==> src/rbpe_ram.sv <==
// ----------------------------------------------------------------------------
// rbpe_ram
// simple dual-port ram, one write port, one registered read port
// ----------------------------------------------------------------------------
module rbpe_ram #(
  parameter int W = 8,
  parameter int D = 16
) (
  input  logic                 clk,
  input  logic                 we,
  input  logic [$clog2(D)-1:0] waddr,
  input  logic [W-1:0]         wdata,
  input  logic [$clog2(D)-1:0] raddr,
  output logic [W-1:0]         rdata
);

  logic [W-1:0] mem_r [D];
  logic [W-1:0] rdata_r;

  always_ff @(posedge clk) begin
    if (we) begin
      mem_r[waddr] <= wdata;
    end
    rdata_r <= mem_r[raddr];
  end

  assign rdata = rdata_r;

endmodule

==> config.mk <==
export PLATFORM = sky130hd
export DESIGN_NAME = rbpe_ram
export DESIGN_NICKNAME = d
export VERILOG_FILES = /design/src/rbpe_ram.sv
export SDC_FILE = /design/constraint.sdc
export NUM_CORES = 1
export LEC_CHECK = 0
export BUFFER_PORTS_ARGS = -buffer_cell sky130_fd_sc_hd__buf_2
export CAP_MARGIN = 30
export CORE_MARGIN = 8
export CORE_UTILIZATION = 47
export CTS_BUF_LIST = sky130_fd_sc_hd__clkbuf_4 sky130_fd_sc_hd__clkbuf_8 sky130_fd_sc_hd__clkbuf_16
export DETAILED_ROUTE_END_ITERATION = 6
export GPL_TIMING_DRIVEN = 0
export PLACE_DENSITY = 0.64
export SETUP_SLACK_MARGIN = 0.2
export SLEW_MARGIN = 10
export SYNTH_ARGS = -nofsm -noshare
export SYNTH_HDL_FRONTEND = slang
export SYNTH_SLANG_ARGS = --single-unit
==> constraint.sdc <==
create_clock -name clk -period 4.75 [get_ports clk]
set_clock_uncertainty 0.2 [all_clocks]
set_input_delay 0.95 -clock clk [delete_from_list [all_inputs] [get_ports clk]]
set_output_delay 0.95 -clock clk [all_outputs]
set_load 0.02 [all_outputs]
==> out/summary.json, run 1 <==
{
  "req_time_crit_path_ns": 4.68,
  "startpoint_type_of_the_worst_setup_path": "input port",
  "power.density_mw_per_mm2": 442.8,
  "critical_path_type": "in -> reg",
  "routedWlPerCell_um": 22.53,
  "synth_top_cell_area_share": 0.7467,
  "die_y_um": 120.7,
  "final-max-slew-violation-count": 0,
  "mappedNetlistArea_mm2": 0.005147,
  "synthesis.area_per_instance_um2": 22.48,
  "syn_nets": 247,
  "p_sw_frac": 0.1958,
  "clock_sinks": 136,
  "initial_utilization": 0.4790,
  "critical_path.slowest_cell": "sky130_fd_sc_hd__nor2_1",
  "post_synth_inst_count": 229,
  "dp_slack_ns": 1.883,
  "firstDrtPassIters": 5,
  "grt_max_degree": 17,
  "layout.cells.non_filler": 430,
  "fmaxAchievable_mhz": 432.9,
  "synthDistinctLibCells": 19,
  "dominant_cell_type_by_area_after_synthesis": "sky130_fd_sc_hd__edfxtp_1",
  "vias": 2377,
  "critPathCaptureType": "register",
  "setup_viol_count_final": 0,
  "r2r_slack_ns": 3.14,
  "synth_seq_cells": 136,
  "synth_sequential_area_ratio": 0.7778,
  "nNetsFinal": 295,
  "fillerInstances": 834,
  "die-width_um": 120.7,
  "layout.cells.most_common": "sky130_fd_sc_hd__edfxtp_1",
  "tightest_slew_ns": 0.8272,
  "layout-drive-gt1-share": 0.3103,
  "globalRouteTotalUtil": 0.1394,
  "hp-class": "reg -> reg",
  "drc_violation_count_after_routing": 0,
  "p_total_mw": 2.667,
  "clk_root_buffer_cell": "sky130_fd_sc_hd__clkbuf_8",
  "final_core_util": 0.5606,
  "initialDrtViolationCount": 253,
  "routed_via_density": 5.528,
  "gp_congestion": 0.7199,
  "number_of_antenna_violations_at_the_first_check_in_global_routing": 0,
  "clk_path_buf_depth": 2,
  "globalRoute.totalOverflow": 0,
  "final-hold-violation-count": 0,
  "io_buffers": 24,
  "max-vdd-ir-drop_mv": 0.1730,
  "post_layout_minimum_cycle_time_ns": 2.310,
  "ant_nets": 0,
  "outcome": "completed",
  "crit_path_max_fanout": 8,
  "die-area_mm2": 0.01456,
  "most-common-layout-cells": "128 x sky130_fd_sc_hd__edfxtp_1, 30 x sky130_fd_sc_hd__buf_2, 18 x sky130_fd_sc_hd__mux4_2",
  "normalized_max_slew_margin": 0.4465,
  "worst_skew_pair.late_latency_ns": 0.51,
  "pwr-share-comb": 0.051,
  "cells_traversed_along_the_worst_timing_path": "buf_2 > or3b_2 > nor2_1",
  "synth_warnings": 0,
  "post_cts_resize_count": 0,
  "cts_htree_levels": 4,
  "timing.final.crit_share": 0.4864,
  "critical-path-max-stage-delay_ns": 0.65,
  "power.switching_uw": 522.4,
  "cts_setup_buffers": 0,
  "core_mm2": 0.01075,
  "syn_to_final_growth_pct": 17.02,
  "rsz_0062_raised_after_global_routing": "no",
  "final.setup.worst_slack_ns": 2.440,
  "dpl_cells": 398,
  "totalWireLength_um": 9689,
  "cts_tree": "built",
  "post_route_setup_tns_ns": 0,
  "timing.critical_path.arrival_ns": 2.24,
  "internal-power_mw": 2.145,
  "sequentialPowerShare": 0.506,
  "leakagePower_nw": 2.050,
  "numCtsBuffers": 17,
  "post_cts_clock_slew_at_the_launch_and_capture_registers_of_the_worst_setup_and_hold_paths_ns": 0.06,
  "io_pins": 26,
  "placementRows": 38,
  "power.share.clock": 0.444,
  "antenna-diode-count": 0,
  "grt_first_pass_wirelength_um": 14270,
  "synth.area.top_cells": "sky130_fd_sc_hd__edfxtp_1 75%, sky130_fd_sc_hd__mux4_2 7.9%, sky130_fd_sc_hd__mux4_1 7.1%",
  "grt_pass1_vias": 2353,
  "detailedPlacementHpwl_um": 6213,
  "ctsHoldBuffers": 0,
  "cap_viol_max_count": 0
}
-- per-layer routing --
metal	part of all wire	wire length, um	global-route usage
met1	0.44	4296	0.1841
met2	0.47	4592	0.2084
met3	0.071	689	0.04476
met4	0.011	110	0.06089
met5	0	0	0
-- flip-flops by register name, indices dropped and copies added, names as in the netlist --
register  flops
mem_r       128
rdata         8
-- synth_stat cells --
library cell                        n
sky130_fd_sc_hd__a22oi_1           16
sky130_fd_sc_hd__nand3_1            1
sky130_fd_sc_hd__nand3b_1           2
sky130_fd_sc_hd__dfxtp_1            8
sky130_fd_sc_hd__nor3_1             4
sky130_fd_sc_hd__buf_6              3
sky130_fd_sc_hd__and2_1             1
sky130_fd_sc_hd__buf_2              3
sky130_fd_sc_hd__buf_4              1
sky130_fd_sc_hd__and2b_1            1
sky130_fd_sc_hd__or3b_2             1
sky130_fd_sc_hd__mux4_2            18
sky130_fd_sc_hd__nand2_1            9
sky130_fd_sc_hd__edfxtp_1         128
sky130_fd_sc_hd__nand2b_1           2
sky130_fd_sc_hd__nor2b_1            1
sky130_fd_sc_hd__mux4_1            14
sky130_fd_sc_hd__nor2_1            13
sky130_fd_sc_hd__clkdlybuf4s25_2    3
-- critical path, delay by kind of cell --
kind          cells  cell delay, ns
buf+inv           1            0.11
simple gates      2            1.18
-- cell type report --
cell class / instances / area [um2] / share of cell area
plain buffers: 10 / 86.33 / 0.01433
clock buffers: 29 / 535.5 / 0.08891
clock inverters: 3 / 15.01 / 0.002493
multi-input cells: 83 / 1057 / 0.1755
flip-flops and latches: 136 / 4004 / 0.6647
well taps: 140 / 175.2 / 0.02908
repair buffers: 29 / 150.1 / 0.02493
-- per-stage QoR --
step | instance area, um2 | hold WS [ns]
after global placement | 5443 | 0.4558
after CTS | 6023 | 0.4886
after global routing | 6023 | 0.5079
after detailed placement | 5473 | 0.4752
after floorplan | 5147 | 0.4293
final | 6023 | 0.4802
-- cells by family after synthesis --
group	Yosys count	synth area share
AO/OA/AOI/OAI	16	0.02334
AND/OR/NAND/NOR	35	0.03184
multiplexers	32	0.1502
buffers and inverters	10	0.01677
flip-flops	136	0.7778
-- worst paths after layout --
path / from / to / depth (start not counted)
worst max-delay path: waddr[2] / mem_r[3][0] / 3
worst min-delay path: mem_r[11][2] / rdata[2] / 3
worst max register to register: mem_r[5][0] / rdata[0] / 3
worst min register to register: mem_r[11][2] / rdata[2] / 3
-- power by group through the flow --
stage	Combinational [mW]	Sequential [mW]	Clock [mW]
5_1_grt	0.146	1.35	1.24
6_report	0.136	1.35	1.18
4_1_cts	0.138	1.35	1.20
3_3_place_gp	0.134	1.37	0
3_5_place_dp	0.138	1.37	0
2_1_floorplan	0.0681	1.38	0
Power figures use the tool's default switching activity.
==> run 2: changes to the inputs <==
- clock period: 4.75 -> 2.2 ns (I/O delays scaled with it)
==> run 2 against run 1 <==
Total power rose by 130%. Highest routed layer unchanged. Utilization up 0.43 points. Final cell count decreased by 0.70%. Via count down 0.80%. Setup slack got worse by 2.1 ns. Design area up 0.77%. Clock power up 140%. First-iteration DRC count decreased by 17%. Sequential cell count unchanged. Non-clock buffer count decreased by 3.
==> out/summary.json, run 2 (same netlist as run 1, synthesis figures left out) <==
{
  "most-common-layout-cells": "128 x sky130_fd_sc_hd__edfxtp_1, 28 x sky130_fd_sc_hd__buf_2, 18 x sky130_fd_sc_hd__mux4_2",
  "routed_via_density": {"value": 5.522, "change": "-0.10%"},
  "r2r_slack": {"value": 0.57, "unit": "ns", "change": "-2.57 ns"},
  "hold_ws": {"value": 0.1342, "unit": "ns", "change": "-0.3461 ns"},
  "totalWireLength": {"value": 9745, "unit": "um", "change": "+0.58%"},
  "clk_path_buf_depth": {"value": 2, "change": "unchanged"},
  "die-area": {"value": 0.01456, "unit": "mm2", "change": "unchanged"},
  "number_of_antenna_violations_at_the_first_check_in_global_routing": {"value": 0, "change": "unchanged"},
  "cts_tree": "built",
  "cells_traversed_along_the_worst_timing_path": "buf_2 > or3b_2 > nor2_1",
  "crit_path_max_fanout": {"value": 8, "change": "unchanged"},
  "io_buffers": {"value": 24, "change": "unchanged"},
  "initialDrtViolationCount": {"value": 209, "change": "-17%"},
  "post_layout_minimum_cycle_time_ns": 1.825,
  "initial_utilization": {"value": 0.4790, "change": "unchanged"},
  "post_cts_clock_slew_at_the_launch_and_capture_registers_of_the_worst_setup_and_hold_paths": {"value": 0.06, "unit": "ns", "change": "about the same"},
  "io_pins": {"value": 26, "change": "unchanged"},
  "reg_with_most_ffs": "mem_r",
  "dpl_cells": {"value": 395, "change": "-0.75%"},
  "timing.critical_path.arrival": {"value": 1.76, "unit": "ns", "change": "-0.48 ns"},
  "die_y": {"value": 120.7, "unit": "um", "change": "unchanged"},
  "hp-class": "in -> reg",
  "post_cts_resize_count": {"value": 0, "change": "unchanged"},
  "grt_first_pass_wirelength": {"value": 14280, "unit": "um", "change": "about the same"},
  "numCtsBuffers": {"value": 17, "change": "unchanged"},
  "startpoint_type_of_the_worst_setup_path": "input port",
  "placementRows": {"value": 38, "change": "unchanged"},
  "cap_viol_max_count": {"value": 0, "change": "unchanged"},
  "final.setup.worst_slack": {"value": 0.3747, "unit": "ns", "change": "-2.065 ns"},
  "cts_htree_levels": {"value": 4, "change": "unchanged"},
  "final_core_util": {"value": 0.5649, "change": "+0.004308"},
  "normalized_max_slew_margin": {"value": 0.4479, "change": "+0.001390"},
  "timing.final.crit_share": 0.8297,
  "layout.cells.non_filler": {"value": 427, "change": "-0.70%"},
  "fmaxAchievable_mhz": 547.8,
  "clk_root_buffer_cell": "sky130_fd_sc_hd__clkbuf_8",
  "die-width": {"value": 120.7, "unit": "um", "change": "unchanged"},
  "grt_pass1_vias": {"value": 2407, "change": "+2.3%"},
  "number_of_flip_flops_in_the_largest_register": {"value": 128, "change": "unchanged"},
  "detailedPlacementHpwl": {"value": 6086, "unit": "um", "change": "-2.0%"},
  "grt_max_degree": {"value": 17, "change": "unchanged"},
  "ctsHoldBuffers": {"value": 0, "change": "unchanged"},
  "antenna-diode-count": {"value": 0, "change": "unchanged"},
  "worst_skew_pair.late_latency": {"value": 0.51, "unit": "ns", "change": "about the same"},
  "critical_path.slowest_cell": "sky130_fd_sc_hd__nor2_1",
  "layout-drive-gt1-share": {"value": 0.3101, "change": "about the same"},
  "post_route_setup_tns": {"value": 0, "unit": "ns", "change": "unchanged"},
  "critical-path-max-stage-delay": {"value": 0.65, "unit": "ns", "change": "about the same"},
  "globalRouteTotalUtil": {"value": 0.1392, "change": "-0.0002906"},
  "drc_violation_count_after_routing": {"value": 0, "change": "unchanged"},
  "layout.cells.most_common": "sky130_fd_sc_hd__edfxtp_1",
  "tightest_slew": {"value": 0.8251, "unit": "ns", "change": "-0.002076 ns"},
  "outcome": "completed",
  "routedWlPerCell": {"value": 22.82, "unit": "um", "change": "+1.3%"},
  "core": {"value": 0.01075, "unit": "mm2", "change": "unchanged"},
  "gp_congestion": {"value": 0.7076, "change": "-1.7%"},
  "ant_nets": {"value": 0, "change": "unchanged"},
  "critical_path_type": "in -> reg",
  "req_time_crit_path": {"value": 2.13, "unit": "ns", "change": "-2.55 ns"},
  "rsz_0062_raised_after_global_routing": "no",
  "fillerInstances": {"value": 798, "change": "-4.3%"},
  "vias": {"value": 2358, "change": "-0.80%"},
  "max-vdd-ir-drop": {"value": 0.3555, "unit": "mV", "change": "+110%"},
  "critPathCaptureType": "register",
  "power.density": {"value": 993.0, "unit": "mW/mm2", "change": "+120%"},
  "final-max-slew-violation-count": {"value": 0, "change": "unchanged"},
  "setup_viol_count_final": {"value": 0, "change": "unchanged"},
  "syn_to_final_growth_pct": 17.91,
  "leakagePower": {"value": 2.060, "unit": "nW", "change": "+0.49%"},
  "globalRoute.totalOverflow": {"value": 0, "change": "unchanged"},
  "clock_sinks": {"value": 136, "change": "unchanged"},
  "cts_setup_buffers": {"value": 0, "change": "unchanged"},
  "final-hold-violation-count": {"value": 0, "change": "unchanged"},
  "nNetsFinal": {"value": 292, "change": "-1.0%"},
  "dp_slack": {"value": -0.1672, "unit": "ns", "change": "-2.050 ns"},
  "firstDrtPassIters": {"value": 4, "change": "-1"}
}
[run 2: critical path, delay by kind of cell]
kind	cells	cell delay, ns
and+or+nand+nor	2	1.19
buffers and inverters	1	0.12
[run 2: area by class of cell]
type	instances	area (um2)	area share
Timing Repair Buffer	26	132.6	0.02185
Tap cell	140	175.2	0.02886
Clock inverter	9	120.1	0.01979
Sequential cell	136	4004	0.6597
Buffer	10	86.33	0.01422
Multi-Input combinational cell	83	1067	0.1758
Clock buffer	23	484.2	0.07978
[run 2: final timing paths]
| kind | from | endpoint | cells past startpoint |
|---|---|---|---|
| setup / recovery | waddr[2] | mem_r[2][1] | 3 |
| hold / removal | wdata[6] | mem_r[6][6] | 1 |
| setup reg to reg | mem_r[1][0] | rdata[0] | 3 |
| hold reg to reg | mem_r[11][2] | rdata[2] | 3 |
[run 2: per-stage QoR]
step	area, um2	power, mW
global placement	5448	3.250
CTS	6070	6.064
global route	6070	6.173
detailed placement	5465	3.261
finish	6070	6.027
floorplan	5152	3.132
[run 2: power breakdown]
| group | switching, mW | leakage, nW | internal, mW | total, mW |
|---|---|---|---|---|
| combinational | 0.179 | 0.528 | 0.116 | 0.295 |
| sequential | 0.0125 | 1.22 | 2.90 | 2.91 |
| clock | 0.962 | 0.308 | 1.86 | 2.82 |
| total | 1.15 | 2.06 | 4.87 | 6.03 |
[run 2: routing by layer]
| metal | track usage | routed length [um] |
|---|---|---|
| met4 | 0.06089 | 104 |
| met2 | 0.2143 | 4756 |
| met5 | 0 | 0 |
| met1 | 0.1817 | 4129 |
| met3 | 0.03916 | 755 |
